### src/rtl/sfd_pkg.sv
// ----------------------------------------------------------------------------
// sfd_pkg: shared types and constants for the sonar frame delimiter
// Byte codes, header geometry, byte status codes and the result bundle
// handed from the frame tracker to the top level.
// ----------------------------------------------------------------------------
`timescale 1ns / 1ps
`default_nettype none

package sfd_pkg;

  localparam int unsigned BYTE_W   = 8;
  localparam int unsigned OFFSET_W = 17;
  localparam int unsigned LEN_W    = 16;

  localparam logic [BYTE_W-1:0] START_BYTE   = 8'h40;
  localparam logic [BYTE_W-1:0] NEWLINE_BYTE = 8'h0A;
  localparam logic [BYTE_W-1:0] SHORT_TYPE   = 8'h08;

  localparam logic [OFFSET_W-1:0] HEADER_EXTRA = 17'd5;
  localparam logic [OFFSET_W-1:0] TYPE_OFFSET  = 17'd10;
  localparam logic [OFFSET_W-1:0] LEN_LO_OFF   = 17'd5;
  localparam logic [OFFSET_W-1:0] LEN_HI_OFF   = 17'd6;
  localparam logic [OFFSET_W-1:0] HEX_FIRST    = 17'd1;
  localparam logic [OFFSET_W-1:0] HEX_LAST     = 17'd4;

  typedef enum logic [2:0] {
    ST_SKIP     = 3'd0,
    ST_INSIDE   = 3'd1,
    ST_GOOD_END = 3'd2,
    ST_REJECT   = 3'd3,
    ST_NO_TERM  = 3'd4
  } status_t;

  typedef enum logic {
    PH_HUNT  = 1'b0,
    PH_FRAME = 1'b1
  } phase_t;

  typedef struct packed {
    logic [BYTE_W-1:0]   data;
    logic [OFFSET_W-1:0] offset;
    status_t             status;
  } res_t;

endpackage

`default_nettype wire

### src/rtl/sfd_tracker.sv
// ----------------------------------------------------------------------------
// sfd_tracker: frame state and per-byte classification
// Holds the hunt/frame phase, the byte position and the header fields, and
// classifies the byte presented on byte_i. State moves only on advance.
// ----------------------------------------------------------------------------
`timescale 1ns / 1ps
`default_nettype none

module sfd_tracker
  import sfd_pkg::*;
(
  input  wire logic              clk,
  input  wire logic              rst_n,
  input  wire logic              advance,
  input  wire logic [BYTE_W-1:0] byte_i,
  output res_t                   result
);

  // Returns {valid, nibble}; valid is low for a character that is not hex.
  function automatic logic [4:0] hex_decode(input logic [BYTE_W-1:0] c);
    logic [4:0] r;
    r = 5'd0;
    if (c >= 8'h30 && c <= 8'h39) begin
      r = {1'b1, c[3:0]};
    end else if ((c >= 8'h41 && c <= 8'h46) || (c >= 8'h61 && c <= 8'h66)) begin
      r = {1'b1, c[3:0] + 4'd9};
    end
    return r;
  endfunction

  phase_t              phase_r, phase_nxt;
  logic [OFFSET_W-1:0] position_r, position_nxt;
  logic [LEN_W-1:0]    ascii_len_r, ascii_len_nxt;
  logic [LEN_W-1:0]    bin_len_r, bin_len_nxt;
  logic [BYTE_W-1:0]   type_r, type_nxt;

  status_t             status;
  logic [OFFSET_W-1:0] off;
  logic [4:0]          hex;
  logic [LEN_W-1:0]    bin_full;
  logic [BYTE_W-1:0]   type_eff;
  logic [OFFSET_W-1:0] end_normal;
  logic [OFFSET_W-1:0] end_short;

  assign off        = (phase_r == PH_FRAME) ? position_r : '0;
  assign hex        = hex_decode(byte_i);
  assign bin_full   = {byte_i, bin_len_r[BYTE_W-1:0]};
  assign type_eff   = (off == TYPE_OFFSET) ? byte_i : type_r;
  assign end_normal = {1'b0, bin_len_r} + HEADER_EXTRA;
  assign end_short  = end_normal - 17'd1;

  // Byte classification and header field updates.
  always_comb begin
    status        = ST_SKIP;
    ascii_len_nxt = ascii_len_r;
    bin_len_nxt   = bin_len_r;
    type_nxt      = type_r;
    if (phase_r == PH_HUNT) begin
      if (byte_i == START_BYTE) begin
        status        = ST_INSIDE;
        ascii_len_nxt = '0;
        bin_len_nxt   = '0;
        type_nxt      = '0;
      end
    end else begin
      status = ST_INSIDE;
      if (off >= HEX_FIRST && off <= HEX_LAST) begin
        if (!hex[4]) begin
          status = ST_REJECT;
        end else begin
          ascii_len_nxt = {ascii_len_r[LEN_W-5:0], hex[3:0]};
        end
      end else if (off == LEN_LO_OFF) begin
        bin_len_nxt = {{(LEN_W-BYTE_W){1'b0}}, byte_i};
      end else if (off == LEN_HI_OFF) begin
        bin_len_nxt = bin_full;
        if (bin_full != ascii_len_r || {1'b0, bin_full} < HEADER_EXTRA) begin
          status = ST_REJECT;
        end
      end else begin
        type_nxt = type_eff;
        if (off >= TYPE_OFFSET && type_eff == SHORT_TYPE && off == end_short) begin
          status = ST_GOOD_END;
        end else if (off >= end_normal) begin
          status = (byte_i == NEWLINE_BYTE) ? ST_GOOD_END : ST_NO_TERM;
        end
      end
    end
  end

  // Phase and position follow from the byte status.
  always_comb begin
    phase_nxt    = PH_HUNT;
    position_nxt = '0;
    if (status == ST_INSIDE) begin
      phase_nxt    = PH_FRAME;
      position_nxt = off + 17'd1;
    end
  end

  assign result = '{data: byte_i, offset: off, status: status};

  always_ff @(posedge clk) begin
    if (!rst_n) begin
      phase_r     <= PH_HUNT;
      position_r  <= '0;
      ascii_len_r <= '0;
      bin_len_r   <= '0;
      type_r      <= '0;
    end else if (advance) begin
      phase_r     <= phase_nxt;
      position_r  <= position_nxt;
      ascii_len_r <= ascii_len_nxt;
      bin_len_r   <= bin_len_nxt;
      type_r      <= type_nxt;
    end
  end

  a_reject_hunts: assert property (@(posedge clk) disable iff (!rst_n)
    advance && (result.status == ST_REJECT || result.status == ST_NO_TERM)
    |=> phase_r == PH_HUNT)
    else $error("rejected byte did not return to hunting");

  a_hunt_offset_zero: assert property (@(posedge clk) disable iff (!rst_n)
    phase_r == PH_HUNT |-> result.offset == '0)
    else $error("nonzero offset while hunting");

  a_frame_position: assert property (@(posedge clk) disable iff (!rst_n)
    phase_r == PH_FRAME |-> position_r != '0)
    else $error("frame position zero inside a frame");

  a_hunt_status: assert property (@(posedge clk) disable iff (!rst_n)
    phase_r == PH_HUNT |-> (result.status == ST_SKIP || result.status == ST_INSIDE))
    else $error("end status while hunting");

endmodule

`default_nettype wire

### src/rtl/sonar_frame_delimiter.sv
// ----------------------------------------------------------------------------
// sonar_frame_delimiter: serial byte stream frame delimiter
// Tags each received byte with its offset inside the current frame and a
// status: skipped while hunting, inside a frame, good frame end, header
// rejected or terminator missing.
// ----------------------------------------------------------------------------
//
//  Channel | Dir | Ports                  | Content
//  --------+-----+------------------------+----------------------------------
//  in_     | in  | tvalid/tready/tdata[7:0] | data_byte, one per beat
//  out_    | out | tvalid/tready/tdata[31:0]/tuser[2:0]/tlast | tagged byte
//
// One beat in and one beat out per cycle while out_tready stays high; a byte
// passes through the input register, then the result register.
// The classification of a byte is one pass of logic between the input
// register and the result register, and the frame state updates as the byte
// moves into the result register.
// Reset (rst_n low, synchronous) empties both registers and returns the
// tracker to hunting for the start byte with all header fields cleared.
// A stall on out_tready holds the result register; the input register still
// drains into it when it empties, and in_tready drops only when both are full.
`timescale 1ns / 1ps
`default_nettype none

module sonar_frame_delimiter
  import sfd_pkg::*;
(
  input  wire logic        clk,
  input  wire logic        rst_n,
  input  wire logic        in_tvalid,
  output logic             in_tready,
  input  wire logic [7:0]  in_tdata,   // [7:0] data_byte
  output logic             out_tvalid,
  input  wire logic        out_tready,
  output logic [31:0]      out_tdata,  // [7:0] out_byte, [24:8] frame_offset, rest zero
  output logic [2:0]       out_tuser,  // [2:0] byte_status
  output logic             out_tlast   // frame_end
);

  // Input register.
  logic              s1_valid_r, s1_valid_nxt;
  logic [BYTE_W-1:0] s1_byte_r;

  // Result register.
  logic              out_valid_r, out_valid_nxt;
  res_t              out_res_r;

  logic              advance;
  res_t              result;

  // A byte moves from the input register into the result register whenever
  // the result register is empty or being read in this cycle.
  assign advance   = s1_valid_r && (!out_valid_r || out_tready);
  assign in_tready = !s1_valid_r || advance;

  assign s1_valid_nxt  = (in_tvalid && in_tready) || (s1_valid_r && !advance);
  assign out_valid_nxt = advance || (out_valid_r && !out_tready);

  sfd_tracker u_tracker (
    .clk     (clk),
    .rst_n   (rst_n),
    .advance (advance),
    .byte_i  (s1_byte_r),
    .result  (result)
  );

  always_ff @(posedge clk) begin
    if (!rst_n) begin
      s1_valid_r  <= 1'b0;
      out_valid_r <= 1'b0;
    end else begin
      s1_valid_r  <= s1_valid_nxt;
      out_valid_r <= out_valid_nxt;
    end
  end

  // Payload registers carry no reset.
  always_ff @(posedge clk) begin
    if (in_tvalid && in_tready) begin
      s1_byte_r <= in_tdata;
    end
    if (advance) begin
      out_res_r <= result;
    end
  end

  assign out_tvalid = out_valid_r;
  assign out_tdata  = {7'd0, out_res_r.offset, out_res_r.data};
  assign out_tuser  = out_res_r.status;
  assign out_tlast  = (out_res_r.status == ST_GOOD_END);

  a_no_overwrite: assert property (@(posedge clk) disable iff (!rst_n)
    out_valid_r && !out_tready |=> out_valid_r && $stable(out_res_r))
    else $error("result register changed while stalled");

  a_ready_when_room: assert property (@(posedge clk) disable iff (!rst_n)
    !s1_valid_r |-> in_tready)
    else $error("input not ready while input register empty");

  a_advance_fills: assert property (@(posedge clk) disable iff (!rst_n)
    advance |=> out_valid_r)
    else $error("advanced byte lost");

endmodule

`default_nettype wire

### config.mk
export PLATFORM = sky130hd
export DESIGN_NAME = sonar_frame_delimiter
export DESIGN_NICKNAME = d
export VERILOG_FILES = /design/src/rtl/sfd_pkg.sv /design/src/rtl/sfd_tracker.sv /design/src/rtl/sonar_frame_delimiter.sv
export SDC_FILE = /design/constraint.sdc
export NUM_CORES = 1
export LEC_CHECK = 0
export ABC_AREA = 1
export BUFFER_PORTS_ARGS = -buffer_cell sky130_fd_sc_hd__buf_2
export CAP_MARGIN = 40
export CORE_ASPECT_RATIO = 1.1
export CORE_MARGIN = 5
export CORE_UTILIZATION = 29
export CTS_BUF_LIST = sky130_fd_sc_hd__clkbuf_4
export DETAILED_ROUTE_END_ITERATION = 10
export HOLD_SLACK_MARGIN = 0.15
export PLACE_DENSITY = 0.42
export SYNTH_ARGS = -nofsm -noshare
export SYNTH_HDL_FRONTEND = slang
export SYNTH_SLANG_ARGS = --single-unit
### constraint.sdc
create_clock -name clk -period 3.35 [get_ports clk]
set_input_delay 0.335 -clock clk [delete_from_list [all_inputs] [get_ports clk]]
set_output_delay 0.335 -clock clk [all_outputs]
set_load 0.02 [all_outputs]
==> metrics.csv <==
metric,value,unit
Final period util,0.947,
CTS buffer count,9,
CP peak stage delay,0.41,ns
"top cells by area, synth","dfxtp_1 19%, edfxtp_1 17%, nand2_1 14%",
# diodes,0,
crit path time final,3.17,ns
Pwr Total,0.00215,W
synthesized cell area,6410,um2
Worst setup SP type,register,
Initial Util,0.292,
crit path kind,reg -> reg,
Final GP Congestion,0.819,
cell taking the most area after synthesis,dfxtp_1,
die width,152,um
Mean Syn Cell Area,7.16,um2
"most used cell, CP",nand2_1,
cell area after placement,7270,um2
core region area,22000,um2
initial antenna violation count,0,
worst path cell trace,"ha_4, nor2_4, nor2_4, buf_6, nand3_1, nand2_2, ha_1, nand2_1, inv_1, o21ai_0, a21oi_1, nor3b_2, nand4_1, inv_1, o21a_1, nand2_1, nand2_2, nand2_4, nor2_8, clkbuf_16, nand2_1, a21oi_1",
clk_lat worst skew,0.53,ns
final setup vio count,0,
status,completed,
largest net degree at the start of global routing,35,
final hold violation count,0,
total I/O pin count,50,
MaxCap Viol Count,0,
register area share after synthesis,0.356,
critical path peak fanout,8,
DR iter-0 viols,279,
CP Capture Type,register,
Sink Count,96,
Die Y,166,um
Max clock buf depth,2,
H-tree Lvls,3,
routed via count,5988,
clk_skew,0.0335,ns
pwr/cell area,274,nW/um2
hpwl dp,15400,um
layout cells sized above 1,0.207,
Wirelength per Cell,15.5,um
share of the synthesized area in the top cell type,0.187,
Synth-to-Final Area Change,22.0,%
Yosys reg bits,96,
Vias per Instance,4.60,
FMAX,315,MHz
Clock Tree Root,clkbuf_4,
Leak,3.61,nW
Residual DRC,0,
peak supply drop,0.198,mV
Worst Max-Slew Pin Slew,0.643,ns
Final Instance Area,7820,um2
final worst slack,0.177,ns
row cnt,57,
Yosys warning total,0,
vias in the first global route,5579,
I/O Buffers,42,
CP arrival,3.61,ns
worst hold path class,reg -> reg,
CP max-delay cell,dfxtp_4,
Total GRT Usage,0.158,
Required @ worst endpoint,3.79,ns
Rel. slew slack,0.570,
GRT overflow,0,
Max Slew Vio Count,0,
post-synth cell types,43,
setup TNS,0,ns
CTS tree,yes,
pre-CTS setup slack,-0.174,ns
ANT nets after route,0,
Syn Inst Count,895,
DIE AREA,25200,um2
Layout Nets,1040,
drt total wl,20100,um
first-pass GRT wire length,31000,um
"CTS clk-pin slew, worst paths",0.19,ns
DRT Pass-1 Iters,5,
-- flip-flops by register name, indices dropped and copies added, names as in the netlist --
register / flops
out_tdata: 25
out_tuser: 3
out_tvalid: 1
s1_byte_r: 8
s1_valid_r: 1
u_tracker.ascii_len_r: 16
u_tracker.bin_len_r: 16
u_tracker.phase_r: 1
u_tracker.position_r: 17
u_tracker.type_r: 8
-- cell usage in the layout, fill, tap and decap left out, types with 2 or more instances in the layout --
cell           count
a211oi_1          10
a21oi_1           70
a31oi_1            2
buf_12             3
buf_2             43
buf_4             60
buf_6              2
clkbuf_4           9
clkinv_8           3
conb_1             7
dfxtp_1           49
dfxtp_2            2
dfxtp_4            9
dlygate4sd3_1     12
edfxtp_1          36
ha_1              24
ha_4               3
inv_1            115
inv_2              6
inv_8              3
nand2_1          237
nand2_2           22
nand2_4            2
nand3_1           69
nand3_2           12
nand3b_1           4
nand4_1           23
nor2_1            60
nor2_2             7
nor2_4            13
nor3_1            12
nor3b_1            2
nor4_1             3
nor4_2             2
o211ai_1           4
o21ai_0           15
o21ai_1            2
xnor2_1            9
xor2_1            27
-- critical path: cells and delay by family (launching register included) --
family / cells / cell delay [ns]
buffers and inverters: 4 / 0.47
adders and majority gates: 2 / 0.41
and+or+nand+nor: 12 / 1.32
AOI/OAI and AO/OA: 4 / 0.48
DFF: 1 / 0.41
-- cells in the mapped netlist, drive strengths merged --
| cell type | instances |
|---|---|
| nor4 | 5 |
| o21ai | 17 |
| nand4 | 23 |
| nor2 | 80 |
| clkbuf | 15 |
| o211ai | 4 |
| o31ai | 1 |
| and3 | 1 |
| nor3 | 13 |
| nor3b | 3 |
| nand3 | 81 |
| o21a | 1 |
| ha | 27 |
| edfxtp | 36 |
| a31oi | 2 |
| conb | 1 |
| xor2 | 27 |
| a21oi | 72 |
| a211oi | 10 |
| nand2 | 260 |
| inv | 121 |
| xnor3 | 1 |
| buf | 19 |
| o21bai | 1 |
| nand3b | 4 |
| xnor2 | 9 |
| dfxtp | 60 |
| o2111ai | 1 |
-- repair_timing --
action / 4_1_cts / 5_1_grt
buffers inserted: 1 / 6
endpoints found under the setup margin: 19 / 19
resized for setup: 4 / 48
hold buffers: 12 / 0
gates cloned: 0 / 3
hold endpoints to repair: 15 / 0
pin swaps: 1 / 9
-- per-layer routing --
metal | wire [um] | up-vias | GRT usage
li1 | - | 3111 | -
met1 | 9330 | 2788 | 0.213
met2 | 10100 | 78 | 0.269
met3 | 509 | 11 | 0.0229
met4 | 187 | 0 | 0.0309
met5 | 0 | - | 0
-- path summary, 6_finish.rpt --
| kind | depth (start not counted) | end | startpoint | slack [ns] |
|---|---|---|---|---|
| worst max-delay path | 22 | u_tracker.phase_r$_SDFFE_PN0P_ | u_tracker.bin_len_r[1]$_SDFFE_PN0P_ | 0.18 |
| worst min register to register | 2 | u_tracker.type_r[7]$_SDFFE_PN0P_ | u_tracker.type_r[7]$_SDFFE_PN0P_ | 0.48 |
| worst min-delay path | 2 | u_tracker.type_r[7]$_SDFFE_PN0P_ | u_tracker.type_r[7]$_SDFFE_PN0P_ | 0.48 |
| worst max register to register | 22 | u_tracker.phase_r$_SDFFE_PN0P_ | u_tracker.bin_len_r[1]$_SDFFE_PN0P_ | 0.18 |
-- report_power, final --
group	switching, W	internal, W	leakage (nW)
registers	0.0000178	0.00123	0.822
logic	0.000107	0.0000539	2.70
clock network	0.000542	0.000197	0.0875
total	0.000667	0.00148	3.61
-- cells by family after synthesis --
family	Yosys count	share of synthesized area
simple gates	470	0.340
buf+inv	155	0.103
compound gates	109	0.0950
flops	96	0.356
xor+xnor	37	0.0527
fa+ha+maj	27	0.0527
other cells	1	0.000585
-- per-stage QoR --
step / util / hold slack (ns) / std cells
2_1_floorplan: - / 0.424 / 901
3_3_place_gp: 0.330 / 0.452 / 1261
3_5_place_dp: 0.331 / 0.457 / 1263
4_1_cts: 0.345 / 0.472 / 1292
5_1_grt: 0.356 / 0.479 / 1301
6_report: 0.356 / 0.478 / 1301
-- final cells by class --
cell class / count / area (um2)
clock buffer: 9 / 67.6
inverter: 121 / 454
multi-input combinational: 652 / 3620
clock inverter: 7 / 98.8
timing repair buffer: 121 / 893
fill: 2442 / 14100
tap: 295 / 369
sequential: 96 / 2320
Note: power is estimated with default switching activity, not from simulation.
